[config.mk]
export PLATFORM = sky130hd
export DESIGN_NAME = rc_channel_frame_receiver_flat
export DESIGN_NICKNAME = d
export VERILOG_FILES = /design/src/rtl/rcfr_pkg.sv /design/src/rtl/rcfr_if.sv /design/src/rtl/rc_channel_frame_receiver.sv /design/src/rtl/rcfr_cfg.sv /design/src/rtl/rcfr_parser.sv /design/src/rtl/rcfr_drain.sv /design/src/flat_wrapper.sv
export SDC_FILE = /design/constraint.sdc
export NUM_CORES = 1
export LEC_CHECK = 0
export ABC_AREA = 1
export BUFFER_PORTS_ARGS = -buffer_cell sky130_fd_sc_hd__buf_2
export CELL_PAD_IN_SITES_DETAIL_PLACEMENT = 0
export CELL_PAD_IN_SITES_GLOBAL_PLACEMENT = 1
export CORE_MARGIN = 2
export CORE_UTILIZATION = 53
export DETAILED_ROUTE_END_ITERATION = 6
export PLACE_DENSITY = 0.93
export SKIP_LAST_GASP = 1
export SYNTH_ARGS = -nofsm -noshare
export SYNTH_HDL_FRONTEND = slang
export SYNTH_HIERARCHICAL = 1
export SYNTH_SLANG_ARGS = --single-unit
export TNS_END_PERCENT = 20
[constraint.sdc]
create_clock -name clk_i -period 10.25 [get_ports clk_i]
set_input_delay 1.025 -clock clk_i [delete_from_list [all_inputs] [get_ports clk_i]]
set_output_delay 1.025 -clock clk_i [all_outputs]
set_load 0.1 [all_outputs]
[src/rtl/rcfr_pkg.sv]
package rcfr_pkg;

  localparam int BufferBytes   = 64;
  localparam int PayloadKeep   = 22;
  localparam int NumChannels   = 16;
  localparam int ChanBits      = 11;
  localparam int MinChannelLen = 23;

  // byte position within a frame; the last one is BufferBytes - 1
  localparam int CountW = $clog2(BufferBytes);
  localparam int IdxW   = $clog2(PayloadKeep);
  localparam int ChIdxW = $clog2(NumChannels);
  localparam int PayW   = PayloadKeep * 8;

  localparam logic [7:0] CrcPoly   = 8'hD5;
  localparam logic [7:0] SyncReset = 8'd200;
  localparam logic [7:0] TypeReset = 8'd22;

  // register index, taken from paddr[2]
  localparam logic RegSync = 1'b0;
  localparam logic RegType = 1'b1;

  typedef struct packed {
    logic [7:0] sync_value;
    logic [7:0] channels_type;
  } cfg_t;

  typedef struct packed {
    logic            good;     // accepted frame passed all checks
    logic [PayW-1:0] payload;  // stored payload, byte 0 at the low end
  } frame_t;

  // CRC-8, MSB first, one byte
  function automatic logic [7:0] crc8_step(logic [7:0] crc, logic [7:0] b);
    logic [7:0] c;
    c = crc ^ b;
    for (int k = 0; k < 8; k++) begin
      if (c[7]) begin
        c = {c[6:0], 1'b0} ^ CrcPoly;
      end else begin
        c = {c[6:0], 1'b0};
      end
    end
    return c;
  endfunction

endpackage

[src/rtl/rcfr_if.sv]
interface rcfr_byte_if;
  logic       valid;
  logic       ready;
  logic [7:0] rx_byte;

  modport source (output valid, output rx_byte, input ready);
  modport sink   (input valid, input rx_byte, output ready);
endinterface

interface rcfr_chan_if;
  logic                          valid;
  logic                          ready;
  logic [rcfr_pkg::ChIdxW-1:0]   channel_index;
  logic [rcfr_pkg::ChanBits-1:0] channel_value;
  logic                          last_channel;

  modport source (output valid, output channel_index, output channel_value,
                  output last_channel, input ready);
  modport sink   (input valid, input channel_index, input channel_value,
                  input last_channel, output ready);
endinterface

[src/rtl/rc_channel_frame_receiver.sv]
// RC channel frame receiver. Serial bytes enter on rx_i, one per transaction, and
// each is taken when valid and ready meet: the block hunts for the sync byte, reads the
// length byte (frames longer than the buffer are dropped), runs a CRC-8 (poly 0xD5)
// over type and payload, and keeps the first 22 payload bytes. When the CRC byte
// closes a frame whose CRC, type and length (>= 23) all check out, the payload is
// copied into an output snapshot and sixteen 11-bit channels leave on ch_o, one per
// transaction, channel 0 first, last_channel flagging channel 15. Input takes one
// byte per cycle; the only stall is on a CRC byte that arrives while the snapshot
// of the previous frame is still draining (16 output transactions). Registers:
// 0x0 sync byte (reset 200), 0x4 channels type (reset 22), written over APB.
module rc_channel_frame_receiver (
  input  logic        clk_i,
  input  logic        rst_ni,
  input  logic        psel,
  input  logic        penable,
  input  logic        pwrite,
  input  logic [2:0]  paddr,
  input  logic [31:0] pwdata,
  output logic [31:0] prdata,
  output logic        pready,
  rcfr_byte_if.sink   rx_i,
  rcfr_chan_if.source ch_o
);

  rcfr_pkg::cfg_t   cfg;
  rcfr_pkg::frame_t frame;
  logic             busy;

  // configuration registers
  rcfr_cfg u_cfg (
    .clk_i   (clk_i),
    .rst_ni  (rst_ni),
    .psel    (psel),
    .penable (penable),
    .pwrite  (pwrite),
    .paddr   (paddr),
    .pwdata  (pwdata),
    .prdata  (prdata),
    .pready  (pready),
    .cfg_o   (cfg)
  );

  // byte-level frame state, CRC and payload store
  rcfr_parser u_parser (
    .clk_i   (clk_i),
    .rst_ni  (rst_ni),
    .cfg_i   (cfg),
    .busy_i  (busy),
    .rx_i    (rx_i),
    .frame_o (frame)
  );

  // snapshot and channel output
  rcfr_drain u_drain (
    .clk_i   (clk_i),
    .rst_ni  (rst_ni),
    .frame_i (frame),
    .busy_o  (busy),
    .ch_o    (ch_o)
  );

endmodule

[src/rtl/rcfr_cfg.sv]
module rcfr_cfg (
  input  logic                clk_i,
  input  logic                rst_ni,
  input  logic                psel,
  input  logic                penable,
  input  logic                pwrite,
  input  logic [2:0]          paddr,
  input  logic [31:0]         pwdata,
  output logic [31:0]         prdata,
  output logic                pready,
  output rcfr_pkg::cfg_t      cfg_o
);

  rcfr_pkg::cfg_t cfg_q;
  logic           wr_en;

  assign pready = 1'b1;
  assign wr_en  = psel & penable & pwrite;

  always_ff @(posedge clk_i or negedge rst_ni) begin
    if (!rst_ni) begin
      cfg_q.sync_value    <= rcfr_pkg::SyncReset;
      cfg_q.channels_type <= rcfr_pkg::TypeReset;
    end else if (wr_en) begin
      case (paddr[2])
        rcfr_pkg::RegSync: cfg_q.sync_value    <= pwdata[7:0];
        rcfr_pkg::RegType: cfg_q.channels_type <= pwdata[7:0];
        default: ;
      endcase
    end
  end

  always_comb begin
    case (paddr[2])
      rcfr_pkg::RegSync: prdata = {24'd0, cfg_q.sync_value};
      rcfr_pkg::RegType: prdata = {24'd0, cfg_q.channels_type};
      default:           prdata = 32'd0;
    endcase
  end

  assign cfg_o = cfg_q;

endmodule

[src/rtl/rcfr_parser.sv]
module rcfr_parser (
  input  logic                clk_i,
  input  logic                rst_ni,
  input  rcfr_pkg::cfg_t      cfg_i,
  input  logic                busy_i,   // output side still draining a frame
  rcfr_byte_if.sink           rx_i,
  output rcfr_pkg::frame_t    frame_o
);

  logic [rcfr_pkg::CountW-1:0] pos_q, pos_d;
  logic [7:0] len_q, len_d;
  logic [7:0] crc_q, crc_d;
  logic [7:0] type_q, type_d;
  logic [7:0] store_q [rcfr_pkg::PayloadKeep];

  logic       take;
  logic       at_crc;
  logic [8:0] end_pos;
  logic [8:0] total_len;
  logic [rcfr_pkg::CountW-1:0] pay_idx;
  logic       store_en;

  assign end_pos   = 9'd2 + {1'b0, len_q};
  assign total_len = 9'd3 + {1'b0, rx_i.rx_byte};
  assign at_crc    = (pos_q > rcfr_pkg::CountW'(1)) &&
                     ({{(9-rcfr_pkg::CountW){1'b0}}, pos_q} >= end_pos);

  // hold the CRC byte back while the previous frame is still going out
  assign rx_i.ready = !(busy_i && at_crc);
  assign take       = rx_i.valid && rx_i.ready;

  assign pay_idx  = pos_q - rcfr_pkg::CountW'(3);

  always_comb begin
    pos_d         = pos_q;
    len_d         = len_q;
    crc_d         = crc_q;
    type_d        = type_q;
    store_en      = 1'b0;
    frame_o.good  = 1'b0;
    for (int i = 0; i < rcfr_pkg::PayloadKeep; i++) begin
      frame_o.payload[8*i +: 8] = store_q[i];
    end
    if (take) begin
      if (pos_q == '0) begin
        if (rx_i.rx_byte == cfg_i.sync_value) pos_d = rcfr_pkg::CountW'(1);
      end else if (pos_q == rcfr_pkg::CountW'(1)) begin
        len_d = rx_i.rx_byte;
        crc_d = 8'd0;
        if (total_len > 9'(rcfr_pkg::BufferBytes)) pos_d = '0;
        else pos_d = rcfr_pkg::CountW'(2);
      end else if (at_crc) begin
        frame_o.good = (rx_i.rx_byte == crc_q) && (type_q == cfg_i.channels_type) &&
                       (len_q >= 8'(rcfr_pkg::MinChannelLen));
        pos_d = '0;
      end else begin
        crc_d = rcfr_pkg::crc8_step(crc_q, rx_i.rx_byte);
        if (pos_q == rcfr_pkg::CountW'(2)) type_d = rx_i.rx_byte;
        else store_en = (pay_idx < rcfr_pkg::CountW'(rcfr_pkg::PayloadKeep));
        pos_d = pos_q + rcfr_pkg::CountW'(1);
      end
    end
  end

  always_ff @(posedge clk_i or negedge rst_ni) begin
    if (!rst_ni) begin
      pos_q  <= '0;
      len_q  <= 8'd0;
      crc_q  <= 8'd0;
      type_q <= 8'd0;
    end else begin
      pos_q  <= pos_d;
      len_q  <= len_d;
      crc_q  <= crc_d;
      type_q <= type_d;
    end
  end

  always_ff @(posedge clk_i) begin
    if (store_en) begin
      store_q[pay_idx[rcfr_pkg::IdxW-1:0]] <= rx_i.rx_byte;
    end
  end

endmodule

[src/rtl/rcfr_drain.sv]
module rcfr_drain (
  input  logic                clk_i,
  input  logic                rst_ni,
  input  rcfr_pkg::frame_t    frame_i,
  output logic                busy_o,
  rcfr_chan_if.source         ch_o
);

  logic [rcfr_pkg::PayW-1:0]   snap_q;
  logic [rcfr_pkg::ChIdxW-1:0] cnt_q;
  logic                        busy_q;
  logic                        pop;
  logic                        last;

  assign last = (cnt_q == rcfr_pkg::ChIdxW'(rcfr_pkg::NumChannels - 1));
  assign pop  = busy_q && ch_o.ready;

  always_ff @(posedge clk_i or negedge rst_ni) begin
    if (!rst_ni) begin
      busy_q <= 1'b0;
      cnt_q  <= '0;
    end else if (frame_i.good) begin
      busy_q <= 1'b1;
      cnt_q  <= '0;
    end else if (pop) begin
      busy_q <= !last;
      cnt_q  <= cnt_q + rcfr_pkg::ChIdxW'(1);
    end
  end

  // snapshot frees the payload store for the next frame; shifts one channel per transaction
  always_ff @(posedge clk_i) begin
    if (frame_i.good) begin
      snap_q <= frame_i.payload;
    end else if (pop) begin
      snap_q <= snap_q >> rcfr_pkg::ChanBits;
    end
  end

  assign busy_o             = busy_q;
  assign ch_o.valid         = busy_q;
  assign ch_o.channel_index = cnt_q;
  assign ch_o.channel_value = snap_q[rcfr_pkg::ChanBits-1:0];
  assign ch_o.last_channel  = last;

endmodule
[src/flat_wrapper.sv]
// flat-port wrapper written by rule: the top's interface ports become plain ports
module rc_channel_frame_receiver_flat 
  (clk_i, rst_ni, psel, penable, pwrite, paddr, pwdata, prdata, pready, rx_i_valid, rx_i_rx_byte, rx_i_ready, ch_o_valid, ch_o_channel_index, ch_o_channel_value, ch_o_last_channel, ch_o_ready);
  rcfr_byte_if rx_i_i ();
  rcfr_chan_if ch_o_i ();
  input  logic clk_i;
  input  logic rst_ni;
  input  logic psel;
  input  logic penable;
  input  logic pwrite;
  input  logic [2:0] paddr;
  input  logic [31:0] pwdata;
  output logic [31:0] prdata;
  output logic pready;
  input wire logic [$bits(rx_i_i.valid)-1:0] rx_i_valid;
  input wire logic [$bits(rx_i_i.rx_byte)-1:0] rx_i_rx_byte;
  output wire logic [$bits(rx_i_i.ready)-1:0] rx_i_ready;
  output wire logic [$bits(ch_o_i.valid)-1:0] ch_o_valid;
  output wire logic [$bits(ch_o_i.channel_index)-1:0] ch_o_channel_index;
  output wire logic [$bits(ch_o_i.channel_value)-1:0] ch_o_channel_value;
  output wire logic [$bits(ch_o_i.last_channel)-1:0] ch_o_last_channel;
  input wire logic [$bits(ch_o_i.ready)-1:0] ch_o_ready;
  assign rx_i_i.valid = rx_i_valid;
  assign rx_i_i.rx_byte = rx_i_rx_byte;
  assign rx_i_ready = rx_i_i.ready;
  assign ch_o_valid = ch_o_i.valid;
  assign ch_o_channel_index = ch_o_i.channel_index;
  assign ch_o_channel_value = ch_o_i.channel_value;
  assign ch_o_last_channel = ch_o_i.last_channel;
  assign ch_o_i.ready = ch_o_ready;
  rc_channel_frame_receiver u_core (.clk_i(clk_i), .rst_ni(rst_ni), .psel(psel), .penable(penable), .pwrite(pwrite), .paddr(paddr), .pwdata(pwdata), .prdata(prdata), .pready(pready), .rx_i(rx_i_i), .ch_o(ch_o_i));
endmodule
# Word-level counts from Yosys, hierarchy flattened
# Memories as Yosys holds them, arrays and structs flattened.
# Index checks and enable logic that the tools add are counted.
# totals
ramBits	176
n_memories	1
out_inout_bits	51
latchBits	0
mem_bits_ro	0
inputBits	50
regBits	227
# mem_list
memory	words	word_bits	rd	rd_clocked_by_memory_dff	write_ports	line_no	rtl
u_core.u_parser.store_q	22	8	22	0	1	rcfr_parser.sv:14	logic [7:0] store_q [rcfr_pkg::PayloadKeep];
# op_classes
n_lt_le_gt_ge	5
reduce_logical	16
n_shift	0
eq_ne	8
bitwise_logic	15
multipliers	0
add_sub_neg	5
div_mod_pow	0
n_mux	61
# op_table
operator	count
$mux 176	2
$mux 8	38
$pmux 32 s2	1
$not 5->5	8
$eq 8x8->1	3
$mux 6	4
$add 2x8->9 const A	2
$mux 1	13
$ge 6x9->1	1
$gt 9x7->1 const B	1
$ge 8x5->1 const B	1
$mux 4	2
$xor 8x8->8	1
$add 6x1->6 const B	1
$eq 6x1->1 const B	1
$eq 6x2->1 const B	1
$gt 6x1->1 const B	1
$logic_and 1x1->1	6
$logic_not 6->1	1
$lt 6x5->1 const B	1
$reduce_and 2->1	3
$reduce_and 3->1	2
$sub 6x2->6 const B	1
$reduce_and 5->1	1
8 further kinds	14

# Longest topological paths before layout
# depth
word_depth	47
mapped_depth	19
ltp_nobuf	16

# Modules after synthesis
# Netlist, hierarchy kept.
# modules_own_cells
module	area_per_inst_um2	n_inst	cells_per_inst
rcfr_parser	8115.3	1	589
rcfr_drain	7831.3	1	776
rcfr_cfg	957.2	1	125

# Least setup slack after synthesis
# OpenSTA, ideal clock, no wires.
# synth_path
kind	register to register
startpoint	reg u_core.u_parser.len_q[1]
endpoint	reg u_core/u_drain/snap_q[0] in the netlist's numbering (enable)
path_stages_with_launch	15
setup_time_ps	1444
t_arrival_ps	5544
setup_slack_ps	3262
required_ps	8806
path_cell_list	dfrtp_1 -> ha_1 -> xnor2_1 -> ha_1 -> nand4_1 -> o211ai_1 -> nand2_1 -> nand2_1 -> nand3_2 -> nand2_1 -> nor2_1 -> buf_4 -> inv_4 -> buf_2 -> nand2_1
# synth_rtl
item	line_no	rtl
start: declaration	rcfr_parser.sv:11	logic [7:0] len_q, len_d;
start signal: assignment	rcfr_parser.sv:73	len_q <= len_d;
end signal: assignment	rcfr_drain.sv:34	snap_q <= frame_i.payload;
end signal: assignment	rcfr_drain.sv:36	snap_q <= snap_q >> rcfr_pkg::ChanBits;
end: declaration	rcfr_drain.sv:9	logic [rcfr_pkg::PayW-1:0] snap_q;

==> results.sh <==
export IMPL_netlist_area_um2=16900
export IMPL_die_width_um=182.6
export IMPL_yosys_warnings=6
export IMPL_critical_path_class="in2reg"
export IMPL_finalPower_mw=4.054
export IMPL_wl_met2_mm=16.60
export IMPL_drt_initial_drc_count=717
export IMPL_dp_hpwl_mm=18.55
export IMPL_fmax_mhz=199.8
export IMPL_wl_per_cell_um=16.59
export IMPL_cts_root_buffer="clkbuf_16"
export IMPL_async_reset_ff_frac=0.1266
export IMPL_drt_met1_wl_mm=13.51
export IMPL_reg2regPathDepth=14
export IMPL_synthCells=1490
export IMPL_dieArea_um2=33340
export IMPL_end_kind="register"
export IMPL_synth_edf_count=352
export IMPL_crit_family="buffers and inverters"
export IMPL_cts_tree="yes"
export IMPL_grt_ovfl_total=0
export IMPL_htree_levels=2
export IMPL_core_area_um2=31470
export IMPL_gp_congestion=0.8356
export IMPL_ctsHoldBuffers=0
export IMPL_ys_types=47
export IMPL_clk_latency_ns=0.53
export IMPL_hp_class="reg2reg"
export IMPL_start_util=0.5371
export IMPL_post_cts_buffers=0
export IMPL_clock_skew_final_ns=0.01630
export IMPL_grt_max_degree=105
export IMPL_port_buffers=49
export IMPL_synth_seq_area_share=0.7013
export IMPL_cpMostUsedCell="buf_4"
export IMPL_timing_slew_headroom=0.2949
export IMPL_grt_pass1_wl_mm=52.23
export IMPL_numCtsBuffers=40
export IMPL_status="finished, violations left"
export IMPL_clk_pin_slew_worst_paths_ns=0.06
export IMPL_final_common_cell="nand2_1"
export IMPL_fin_hold_ws_ns=0.4828
export IMPL_path_depth=13
export IMPL_violations="design-rule violations"
export IMPL_cts_resized_gates=0
export IMPL_path_buf_inv=4
export IMPL_fin_crit_ns=5.004
export IMPL_vias=10091
export IMPL_rows=65
export IMPL_ys_ff_latch=403
export IMPL_maxSlewViolCount=0
export IMPL_required_ns=10.40
export IMPL_worstMarginPinSlew_ns=1.058
export IMPL_hold_depth=2
export IMPL_finalWirelength_mm=32.49
export IMPL_peakVddDrop_uv=139.7
export IMPL_cp_start_kind="input pin"
export IMPL_setup_viol=0
export IMPL_clock_sinks=403
export IMPL_postSynthAreaPerCell_um2=11.34
export IMPL_drc=7
export IMPL_top_layer_used="met5"
export IMPL_leakage_nw=7.451
export IMPL_cp_arrival_ns=5.16
export IMPL_drive_gt1_frac=0.1073
export IMPL_layout_common_cells="nand2_1, edfxtp_1, inv_1"
export IMPL_min_period_over_period=0.4882
export IMPL_final_area_um2=18370
export IMPL_diodes=0
export IMPL_max_stage_delay_ns=0.82
export IMPL_critPathSlowestCell="nand2_4"
export IMPL_drt_antenna_violating_nets=0
export IMPL_wl_met3_mm=1.731
export IMPL_rsz0062_at_grt="false"
export IMPL_grt_pass1_vias=9957
export IMPL_cp_cell_sequence="buf_2 > buf_4 > xnor2_1 > ha_1 > o21ai_0 > a221oi_1 > nand2_1 > nor2_1 > o2111ai_1 > nor2_4 > inv_4 > nand2_4 > buf_4"
export IMPL_crit_fanout=90
export IMPL_setup_ws_ns=5.246
export IMPL_clock_path_buffers=3
export IMPL_place_area_um2=17180
export IMPL_finalNetCount=1588
export IMPL_hold_viol=0
export IMPL_powerDensity_nw_per_um2=220.6
export IMPL_drt_pass1_iter_count=7
export IMPL_maxCapViolCount=0
export IMPL_synthFlopType="edfxtp_1"
export IMPL_tns_ns=0
export IMPL_vias_per_cell=5.154
export IMPL_syn_to_final_growth_pct=8.690
export IMPL_grt_usage=0.2002
export IMPL_pin_count=101
export IMPL_die_y_um=182.6
export IMPL_dp_slack_ns=4.648
export IMPL_antenna_found_initial=1
-- tightest hold or removal path: stages (launching register included) --
cell	delay (ns)
dfstp_2	0.38
nand2_1	0.06
nand2_1	0.04
-- layout make-up --
class	count	area, um2
fill	2466	13100
sequential	403	11850
multi-input combinational	956	4268
clock buffer	56	1081
tap	402	503.0
timing repair buffer	57	305.3
inverter	66	250.2
clock inverter	18	111.4
-- sequential cells by signal (all words and copies together) (netlist names) --
signal                             flops
u_core/u_parser/store_q              176
u_core/u_drain/ch_o.channel_index      4
u_core/u_parser/type_q                 8
u_core/u_parser/crc_q                  8
u_core/u_parser/pos_q                  6
u_core/u_parser/len_q                  8
u_core/u_drain/busy_o                  1
u_core/u_cfg/cfg_o                    16
u_core/u_drain/snap_q                176
-- where the power goes --
part | switching, mW | total, mW | internal [mW]
Sequential | 0.0684 | 1.92 | 1.85
Clock | 0.590 | 1.33 | 0.743
Combinational | 0.558 | 0.804 | 0.245
Total | 1.22 | 4.05 | 2.84
-- through the flow --
stage	util	std cells
6_report	0.5837	1958
5_1_grt	0.5837	1958
4_1_cts	0.5837	1958
3_5_place_dp	0.5459	1884
3_3_place_gp	0.5459	1884
2_1_floorplan	-	1513
-- cell families after synthesis --
| family | synth area share |
|---|---|
| AO/OA/AOI/OAI | 0.01651 |
| XOR/XNOR | 0.01347 |
| adder cells (fa/ha/maj) | 0.01036 |
| buffers and inverters | 0.05226 |
| flip-flops | 0.7013 |
| other | 0.0004443 |
| AND/OR/NAND/NOR | 0.2057 |
-- synthesized netlist by cell type, types with 4 or more instances --
cell type / count / area share
nand3_1: 53 / 0.016
clkbuf_1: 4 / 0.00089
buf_4: 46 / 0.020
inv_1: 61 / 0.014
o21ai_2: 9 / 0.0047
buf_2: 26 / 0.0077
dfrtp_1: 45 / 0.067
xor2_1: 17 / 0.0088
dfstp_2: 6 / 0.0093
ha_1: 14 / 0.010
inv_2: 4 / 0.00089
edfxtp_1: 352 / 0.63
a21oi_1: 8 / 0.0024
nor2_1: 43 / 0.0095
xnor2_1: 9 / 0.0047
o21ai_1: 6 / 0.0018
nand2_1: 703 / 0.16
nand4_1: 7 / 0.0026
nand2_2: 16 / 0.0059
buf_6: 10 / 0.0067
o21ai_0: 8 / 0.0024
-- metal layers --
metal / GRT usage / vias to the layer above
li1: - / 4921
met1: 0.2547 / 4868
met2: 0.3570 / 248
met3: 0.03373 / 52
met4: 0.05258 / 2
met5: 0 / -
-- final timing paths --
kind | from | end | slack (ns)
worst min register to register | u_core/u_cfg/cfg_o[11]$_DFFE_PN1P_ | u_core/u_cfg/cfg_o[11]$_DFFE_PN1P_ | 0.48
worst min-delay path | u_core/u_cfg/cfg_o[11]$_DFFE_PN1P_ | u_core/u_cfg/cfg_o[11]$_DFFE_PN1P_ | 0.48
worst max-delay path | rx_i_rx_byte[7] | u_core/u_drain/snap_q[69]$_DFFE_PP_ | 5.25
max in group asynchronous | rst_ni | u_core/u_drain/ch_o.channel_index[0]$_DFFE_PN0P_ | 9.18
worst max register to register | u_core/u_parser/len_q[1]$_DFFE_PN0P_ | u_core/u_drain/snap_q[69]$_DFFE_PP_ | 5.75
min in group asynchronous | rst_ni | u_core/u_cfg/cfg_o[6]$_DFFE_PN0P_ | 0.61
Power figures use the tool's default switching activity.
